===== src/hw/rtl/ole_pkg.sv =====
`timescale 1ns / 1ps
// ----------------------------------------------------------------------------
// ole_pkg
// Shared types, codes and sizes for the ordered list engine.
// ----------------------------------------------------------------------------
package ole_pkg;

    localparam int CAPACITY = 64;
    localparam int ADDR_W   = (CAPACITY > 1) ? $clog2(CAPACITY) : 1;
    localparam int CNT_W    = $clog2(CAPACITY + 1);

    localparam logic [1:0] FN_APPEND  = 2'd0;
    localparam logic [1:0] FN_DEL_VAL = 2'd1;
    localparam logic [1:0] FN_DEL_POS = 2'd2;

    localparam logic [1:0] ST_DONE  = 2'd0;
    localparam logic [1:0] ST_EMPTY = 2'd1;
    localparam logic [1:0] ST_MISS  = 2'd2;
    localparam logic [1:0] ST_FULL  = 2'd3;

    typedef struct packed {
        logic [1:0]         func;
        logic signed [31:0] value;
        logic [5:0]         position;
    } t_req;

    typedef struct packed {
        logic [1:0]         status;
        logic signed [31:0] removed_value;
        logic [6:0]         length;
    } t_rsp;

    // controller -> datapath
    typedef struct packed {
        logic       load;        // capture the request
        logic       append;      // write at tail, count up
        logic       set_status;  // fail or refuse with status code
        logic [1:0] status;
        logic       scan_start;  // idx = 0, read slot 0
        logic       grab_start;  // idx = position, read that slot
        logic       rd_next;     // read slot idx+1
        logic       scan_adv;    // idx = idx+1
        logic       take;        // removed = read data, status done
        logic       shift;       // slot idx = read data, read idx+2, idx++
        logic       dec;         // count down
        logic       out_load;    // load the output register
    } t_cmd;

    // datapath -> controller
    typedef struct packed {
        logic [1:0] func;
        logic       empty;
        logic       full;
        logic       pos_ok;
        logic       hit;
        logic       last1;       // idx+1 >= count
        logic       last2;       // idx+2 >= count
    } t_sts;

endpackage


===== src/hw/rtl/ole_datapath.sv =====
`timescale 1ns / 1ps
// ----------------------------------------------------------------------------
// ole_datapath
// Entry memory, count, scan index and result registers of the list engine.
// ----------------------------------------------------------------------------
module ole_datapath (
    input  logic          i_clk,
    input  logic          i_rst_n,
    input  ole_pkg::t_req i_req,
    input  ole_pkg::t_cmd i_cmd,
    output ole_pkg::t_sts o_sts,
    output ole_pkg::t_rsp o_rsp
);
    import ole_pkg::*;

    logic [31:0]       r_mem [CAPACITY];
    logic [31:0]       r_rd_data;
    logic [CNT_W-1:0]  r_count;
    logic [ADDR_W-1:0] r_idx;
    t_req              r_req;
    logic [1:0]        r_status;
    logic [31:0]       r_removed;
    t_rsp              r_rsp;

    logic              rd_en;
    logic [ADDR_W-1:0] rd_addr;
    logic              wr_en;
    logic [ADDR_W-1:0] wr_addr;
    logic [31:0]       wr_data;

    always_comb begin
        rd_en   = 1'b1;
        rd_addr = ADDR_W'(r_idx + ADDR_W'(1));
        if (i_cmd.scan_start) begin
            rd_addr = '0;
        end else if (i_cmd.grab_start) begin
            rd_addr = ADDR_W'(r_req.position);
        end else if (i_cmd.shift) begin
            rd_addr = ADDR_W'(r_idx + ADDR_W'(2));
        end else if (!i_cmd.rd_next) begin
            rd_en = 1'b0;
        end
    end

    always_comb begin
        wr_en   = i_cmd.append || i_cmd.shift;
        wr_addr = i_cmd.append ? ADDR_W'(r_count) : r_idx;
        wr_data = i_cmd.append ? r_req.value : r_rd_data;
    end

    always_ff @(posedge i_clk) begin
        if (wr_en) begin
            r_mem[wr_addr] <= wr_data;
        end
        if (rd_en) begin
            r_rd_data <= r_mem[rd_addr];
        end
    end

    always_ff @(posedge i_clk) begin
        if (!i_rst_n) begin
            r_count <= '0;
        end else if (i_cmd.append) begin
            r_count <= r_count + CNT_W'(1);
        end else if (i_cmd.dec) begin
            r_count <= r_count - CNT_W'(1);
        end
    end

    always_ff @(posedge i_clk) begin
        if (i_cmd.load) begin
            r_req <= i_req;
        end
        if (i_cmd.scan_start) begin
            r_idx <= '0;
        end else if (i_cmd.grab_start) begin
            r_idx <= ADDR_W'(r_req.position);
        end else if (i_cmd.scan_adv || i_cmd.shift) begin
            r_idx <= ADDR_W'(r_idx + ADDR_W'(1));
        end
        if (i_cmd.append) begin
            r_status  <= ST_DONE;
            r_removed <= '0;
        end else if (i_cmd.set_status) begin
            r_status  <= i_cmd.status;
            r_removed <= '0;
        end else if (i_cmd.take) begin
            r_status  <= ST_DONE;
            r_removed <= r_rd_data;
        end
        if (i_cmd.out_load) begin
            r_rsp.status        <= r_status;
            r_rsp.removed_value <= r_removed;
            r_rsp.length        <= 7'(r_count);
        end
    end

    always_comb begin
        o_sts.func   = r_req.func;
        o_sts.empty  = (r_count == '0);
        o_sts.full   = (r_count >= CNT_W'(CAPACITY));
        o_sts.pos_ok = (32'(r_req.position) < 32'(r_count));
        o_sts.hit    = (r_rd_data == r_req.value);
        o_sts.last1  = ((32'(r_idx) + 32'd1) >= 32'(r_count));
        o_sts.last2  = ((32'(r_idx) + 32'd2) >= 32'(r_count));
    end

    assign o_rsp = r_rsp;

    a_count_bound: assert property (@(posedge i_clk) disable iff (!i_rst_n)
        32'(r_count) <= CAPACITY)
        else $error("entry count above capacity");

    a_shift_in_range: assert property (@(posedge i_clk) disable iff (!i_rst_n)
        i_cmd.shift |-> !o_sts.last1)
        else $error("shift past the last entry");

    a_count_step: assert property (@(posedge i_clk) disable iff (!i_rst_n)
        ($past(i_rst_n) && (r_count != $past(r_count))) |->
        ((r_count == $past(r_count) + CNT_W'(1)) ||
         (r_count == $past(r_count) - CNT_W'(1))))
        else $error("entry count moved by more than one");

    a_append_not_full: assert property (@(posedge i_clk) disable iff (!i_rst_n)
        i_cmd.append |-> !o_sts.full)
        else $error("append into a full list");

endmodule


===== src/hw/rtl/ole_ctrl.sv =====
`timescale 1ns / 1ps
// ----------------------------------------------------------------------------
// ole_ctrl
// Sequencer of the list engine: decode, scan or grab, close-up and reply.
// ----------------------------------------------------------------------------
module ole_ctrl (
    input  logic          i_clk,
    input  logic          i_rst_n,
    input  logic          i_req_valid,
    output logic          o_req_ready,
    output logic          o_rsp_valid,
    input  logic          i_rsp_ready,
    input  ole_pkg::t_sts i_sts,
    output ole_pkg::t_cmd o_cmd
);
    import ole_pkg::*;

    typedef enum logic [5:0] {
        S_IDLE   = 6'b000001,
        S_DECIDE = 6'b000010,
        S_SCAN   = 6'b000100,
        S_GRAB   = 6'b001000,
        S_SHIFT  = 6'b010000,
        S_REPLY  = 6'b100000
    } t_state;

    t_state r_state, n_state;
    logic   r_rsp_valid, n_rsp_valid;

    always_comb begin
        n_state = r_state;
        o_cmd   = '0;
        case (r_state)
            S_IDLE: begin
                if (i_req_valid) begin
                    o_cmd.load = 1'b1;
                    n_state    = S_DECIDE;
                end
            end
            S_DECIDE: begin
                n_state = S_REPLY;
                case (i_sts.func)
                    FN_APPEND: begin
                        if (i_sts.full) begin
                            o_cmd.set_status = 1'b1;
                            o_cmd.status     = ST_FULL;
                        end else begin
                            o_cmd.append = 1'b1;
                        end
                    end
                    FN_DEL_VAL: begin
                        if (i_sts.empty) begin
                            o_cmd.set_status = 1'b1;
                            o_cmd.status     = ST_EMPTY;
                        end else begin
                            o_cmd.scan_start = 1'b1;
                            n_state          = S_SCAN;
                        end
                    end
                    FN_DEL_POS: begin
                        if (i_sts.empty) begin
                            o_cmd.set_status = 1'b1;
                            o_cmd.status     = ST_EMPTY;
                        end else if (i_sts.pos_ok) begin
                            o_cmd.grab_start = 1'b1;
                            n_state          = S_GRAB;
                        end else begin
                            o_cmd.set_status = 1'b1;
                            o_cmd.status     = ST_MISS;
                        end
                    end
                    default: begin
                        o_cmd.set_status = 1'b1;
                        o_cmd.status     = ST_MISS;
                    end
                endcase
            end
            S_SCAN: begin
                // compare slot idx while slot idx+1 is being read
                o_cmd.rd_next = 1'b1;
                if (i_sts.hit) begin
                    o_cmd.take = 1'b1;
                    if (i_sts.last1) begin
                        o_cmd.dec = 1'b1;
                        n_state   = S_REPLY;
                    end else begin
                        n_state = S_SHIFT;
                    end
                end else if (i_sts.last1) begin
                    o_cmd.set_status = 1'b1;
                    o_cmd.status     = ST_MISS;
                    n_state          = S_REPLY;
                end else begin
                    o_cmd.scan_adv = 1'b1;
                end
            end
            S_GRAB: begin
                o_cmd.rd_next = 1'b1;
                o_cmd.take    = 1'b1;
                if (i_sts.last1) begin
                    o_cmd.dec = 1'b1;
                    n_state   = S_REPLY;
                end else begin
                    n_state = S_SHIFT;
                end
            end
            S_SHIFT: begin
                o_cmd.shift = 1'b1;
                if (i_sts.last2) begin
                    o_cmd.dec = 1'b1;
                    n_state   = S_REPLY;
                end
            end
            S_REPLY: begin
                if (!r_rsp_valid || i_rsp_ready) begin
                    o_cmd.out_load = 1'b1;
                    n_state        = S_IDLE;
                end
            end
            default: begin
                n_state = S_IDLE;
            end
        endcase
    end

    always_comb begin
        n_rsp_valid = r_rsp_valid;
        if (o_cmd.out_load) begin
            n_rsp_valid = 1'b1;
        end else if (i_rsp_ready) begin
            n_rsp_valid = 1'b0;
        end
    end

    always_ff @(posedge i_clk) begin
        if (!i_rst_n) begin
            r_state     <= S_IDLE;
            r_rsp_valid <= 1'b0;
        end else begin
            r_state     <= n_state;
            r_rsp_valid <= n_rsp_valid;
        end
    end

    assign o_req_ready = (r_state == S_IDLE);
    assign o_rsp_valid = r_rsp_valid;

    a_accept_decides: assert property (@(posedge i_clk) disable iff (!i_rst_n)
        (i_req_valid && o_req_ready) |=> (r_state == S_DECIDE))
        else $error("accepted item not decoded next cycle");

    a_no_overwrite: assert property (@(posedge i_clk) disable iff (!i_rst_n)
        (r_rsp_valid && !i_rsp_ready) |-> !o_cmd.out_load)
        else $error("pending result overwritten");

endmodule


===== src/hw/rtl/ordered_list_engine.sv =====
`timescale 1ns / 1ps
// ----------------------------------------------------------------------------
// ordered_list_engine
// Bounded ordered list of 32-bit values: append, delete by value, delete at
// position, with close-up of later entries.
// ----------------------------------------------------------------------------
//  channel  | handshake                  | payload
//  request  | i_req_valid / o_req_ready  | i_req : func, value, position
//  result   | o_rsp_valid / i_rsp_ready  | o_rsp : status, removed_value, length
//
//  Flow: an append or any refused request goes from decode straight to the
//  reply state. A delete by value scans, then closes up one entry per cycle
//  on the entry memory, with its separate read and write ports.
//  A delete at position skips the scan and reads its entry directly.
//  Reset clears the count and control only; a waiting result stalls the next
//  item in its reply state, so the request channel takes one item at a time.
// ----------------------------------------------------------------------------
module ordered_list_engine (
    input  logic          i_clk,
    input  logic          i_rst_n,
    input  logic          i_req_valid,
    output logic          o_req_ready,
    input  ole_pkg::t_req i_req,
    output logic          o_rsp_valid,
    input  logic          i_rsp_ready,
    output ole_pkg::t_rsp o_rsp
);
    import ole_pkg::*;

    t_cmd cmd;
    t_sts sts;

    ole_ctrl u_ctrl (
        .i_clk       (i_clk),
        .i_rst_n     (i_rst_n),
        .i_req_valid (i_req_valid),
        .o_req_ready (o_req_ready),
        .o_rsp_valid (o_rsp_valid),
        .i_rsp_ready (i_rsp_ready),
        .i_sts       (sts),
        .o_cmd       (cmd)
    );

    ole_datapath u_datapath (
        .i_clk   (i_clk),
        .i_rst_n (i_rst_n),
        .i_req   (i_req),
        .i_cmd   (cmd),
        .o_sts   (sts),
        .o_rsp   (o_rsp)
    );

endmodule


===== config.mk =====
export PLATFORM = sky130hd
export DESIGN_NAME = ordered_list_engine
export DESIGN_NICKNAME = d
export VERILOG_FILES = /design/src/hw/rtl/ole_pkg.sv /design/src/hw/rtl/ole_datapath.sv /design/src/hw/rtl/ole_ctrl.sv /design/src/hw/rtl/ordered_list_engine.sv
export SDC_FILE = /design/constraint.sdc
export NUM_CORES = 2
export LEC_CHECK = 0
export BUFFER_PORTS_ARGS = -buffer_cell sky130_fd_sc_hd__clkbuf_2
export CAP_MARGIN = 20
export CORE_UTILIZATION = 25
export DETAILED_ROUTE_END_ITERATION = 7
export HOLD_SLACK_MARGIN = 0.05
export PLACE_DENSITY = 0.37
export SYNTH_ARGS = -nofsm -noshare
export SYNTH_HDL_FRONTEND = slang
export SYNTH_HIERARCHICAL = 1
export SYNTH_SLANG_ARGS = --single-unit

===== constraint.sdc =====
create_clock -name i_clk -period 5.8 [get_ports i_clk]
set_clock_uncertainty 0.15 [all_clocks]
set_input_delay 1.45 -clock i_clk [delete_from_list [all_inputs] [get_ports i_clk]]
set_output_delay 1.45 -clock i_clk [all_outputs]
set_load 0.01 [all_outputs]

==> metrics.md <==
| Metric | Value |
|---|---|
| Area Growth Syn to Fin | 18.5% |
| Via Count | 51107 |
| H-tree Lvls | 4 |
| Synth top cells by count | edfxtp_1 (2161), nand2_1 (356), nor2_1 (276), nor3_1 (214), mux2i_1 (190) |
| Clk root buf | clkbuf_16 |
| Syn Nets | 5367 |
| Clk slew on worst S/H paths | 0.06 ns |
| Worst hold margin | 0.249 ns |
| Worst-Margin Slew | 1.14 ns |
| Most area-hungry cell type in the Yosys netlist | edfxtp_1 |
| Crit path required time | 6.24 ns |
| Final hold vios | 0 |
| Clock sink total | 2215 |
| Dpl hpwl | 194000 um |
| Final TNS setup | 0 ns |
| Area contributors post-synth | edfxtp_1 (73%), mux4_2 (4.2%), mux2i_1 (2.2%) |
| Num CTS Buffers | 247 |
| R2R setup slack | 0.16 ns |
| Worst IR Drop VDD | 264 uV |
| Fin nets | 5706 |
| Pwr Total | 38.0 mW |
| Clock buffer depth | 4 |
| Die Wd | 597 um |
| Crit end category | register |
| Reg2reg start | u_datapath/r_count[1] |
| Worst EP arrival | 6.08 ns |
| Routability cong. | 0.777 |
| Pwr/cell area | 362 mW/mm2 |
| Period minus WS final | 5.64 ns |
| Wire per inst | 30.6 um |
| Crit path from | u_datapath/r_count[1] |
| Yosys warnings | 6 |
| CP Capture Point | u_datapath/r_rd_data[28] |
| GRT overflow | 0 |
| Crit path launch type | register |
| EDFF count, synth | 2161 |
| FF-to-FF End | u_datapath/r_rd_data[28] |
| CTS tree | yes |
| Max Cap Viol | 0 |
| Synth Instances | 5291 |
| GR Util All Layers | 17.7% |
| Slew headroom | 23.7% |
| IO Port Bufs | 86 |
| Layout cell share with drive strength beyond 1 | 21.8% |
| DRT Wirelength | 324000 um |
| Via-to-Cell Ratio | 4.84 |
| Syn_area_per_cell | 16.7 um2 |
| Share of the synthesized area in the top cell type | 73.4% |
| Final setup fails | 0 |
| Sequential area share after synthesis | 74.6% |
| Final slew viol count | 0 |
| P_leak | 32.4 nW |
| Share of flip-flops with an asynchronous set or reset | 0% |
| Std-Cell Rows | 218 |
| Flops & latches, synth | 2215 |
| Antenna-violating nets left | 0 |
| Die H | 597 um |
| Core Area | 0.352 mm2 |
| CP max FO | 32 |
| DRC | 0 |
| First-pass GRT wire length | 442000 um |
| Die Area | 0.356 mm2 |
| Ys flop type | edfxtp_1 |
| Vias in the first global route | 51059 |
| Initial Util | 25.1% |
| Final worst-path setup slack | 0.160 ns |
| First-iteration detailed-routing DRC count | 4610 |
| Clk Latency, worst-skew pair | 0.93 ns |
| I/O pin count | 87 |
| Initial antenna violation count | 24 |
| Source of the worst hold timing path | u_datapath/r_removed[12] |
| Unique masters post-synth | 85 |
| FMAX | 177 MHz |
| Crit Path Class | reg2reg |
| Reg2Reg Depth | 19 |
| Status | finished, final reports clean |
| HP Class | reg2reg |
| Post-CTS Hold Buffers | 0 |
| Mapped Area | 0.0885 mm2 |
| Final Cycle Share | 97.2% |
| Pre-CTS setup slack | 0.0364 ns |
| Largest net degree at the start of global routing | 109 |
| Count leader, synth | edfxtp_1 |
| DRT Pass-1 Iters | 6 |
## power by group
group | switching, mW | total [mW] | internal (mW)
clock network | 6.48 | 14.9 | 8.37
registers | 0.0603 | 17.5 | 17.5
logic | 3.54 | 5.56 | 2.02
## worst min-delay path by stage
stage	slack, ns	end	depth (start not counted)
final	0.25	u_datapath/o_rsp[19]	0
after global routing	0.26	u_datapath/o_rsp[19]	0
after CTS	0.25	u_datapath/o_rsp[19]	0
after detailed placement	0.27	u_datapath/o_rsp[19]	0
after global placement	0.27	u_datapath/o_rsp[24]	0
after floorplan	0.25	u_datapath/o_rsp[39]	0
## per-stage QoR
step / instance area, um2 / util (%) / cells
2_1_floorplan: 88500 / - / 5291
3_3_place_gp: 97100 / 27.5 / 10100
3_5_place_dp: 97200 / 27.6 / 10105
4_1_cts: 105000 / 29.7 / 10548
5_1_grt: 105000 / 29.7 / 10555
6_report: 105000 / 29.7 / 10569
## logic make-up after synthesis
logic type / Yosys count / share of synthesized area, %
AO/OA/AOI/OAI: 944 / 7.72
XOR/XNOR: 50 / 0.516
adder cells (fa/ha/maj): 32 / 0.461
buffers and inverters: 387 / 2.33
flip-flops: 2215 / 74.6
multiplexers: 490 / 8.15
AND/OR/NAND/NOR: 1173 / 6.24
## flip-flops by register name (all words and copies together), names as in the netlist
signal                cells
u_datapath/r_mem       2048
u_datapath/o_rsp         41
u_datapath/r_req         38
u_datapath/r_rd_data     32
u_datapath/r_removed     32
u_datapath/r_count        7
u_ctrl/r_state            6
u_datapath/r_idx          6
u_datapath/o_sts          2
u_datapath/r_status       2
u_ctrl/o_rsp_valid        1
## cell type report
cell class / count / area (um2)
clock buffer: 314 / 6530
multi-input combinational: 2689 / 21100
fill: 34982 / 248000
sequential: 2215 / 66000
clock inverter: 129 / 922
timing repair buffer: 454 / 4210
antenna: 15 / 37.5
tap: 4730 / 5920
inverter: 23 / 86.3
## layout by cell type (no fill, tap or decap), types with 38 or more instances in the layout
cell type  synthesis  routed
a21boi_0          56      56
buf_12            13      75
mux2_2           131     123
a31oi_1          120     119
mux2i_1          190     190
clkbuf_2           0      86
mux4_2           163     163
clkinv_2           0      42
clkbuf_16          0     250
a221o_1           53      53
buf_4             26     286
clkbuf_1         184      58
or3_1             38      38
clkinv_1           0      61
a211oi_1          45      44
nor3_1           214     210
edfxtp_1        2161    2161
nand2_1          356     355
o211ai_1          70      70
or2_2             74      73
nor2_1           276     206
o221ai_1          58      58
dfxtp_1           54      54
nor2_4             0      67
a21oi_1          138     132
nand3_1           76      75
o21ai_0          109     109
## per-layer routing
layer | wire length [um] | global-route usage, % | up-vias | part of all wire [%]
met4 | 7310 | 3.95 | 0 | 2.3
met5 | 0 | 0 | - | 0
met2 | 151000 | 28.8 | 1454 | 47
met3 | 17200 | 2.44 | 331 | 5.3
li1 | - | - | 21835 | -
met1 | 148000 | 25.1 | 27487 | 46
## critical path, cell delays in order, from the launching register on
cell and delay, ns:
dfxtp_1 0.34, inv_1 0.10, ha_1 0.30, a21o_1 0.15, a21o_1 0.18, a21o_1 0.18
a21oi_1 0.16, nor2b_1 0.06, o21ai_0 0.20, nand2_1 0.11, nor3_2 0.21, buf_12 0.24
nand3b_2 0.23, o211ai_4 0.23, clkbuf_16 0.30, buf_16 0.25, mux4_2 0.53, a221o_1 0.39
a21oi_1 0.64, o221ai_1 0.22
## timing repair
item / in CTS / in global routing
pin swaps: 0 / 1
cloned: 0 / 2
buffers inserted: 0 / 2
gates resized for setup: 1 / 11
endpoints found under the setup margin: 1 / 9
endpoints found under the hold margin: 0 / 0
Note: power is estimated with default switching activity, not from simulation.
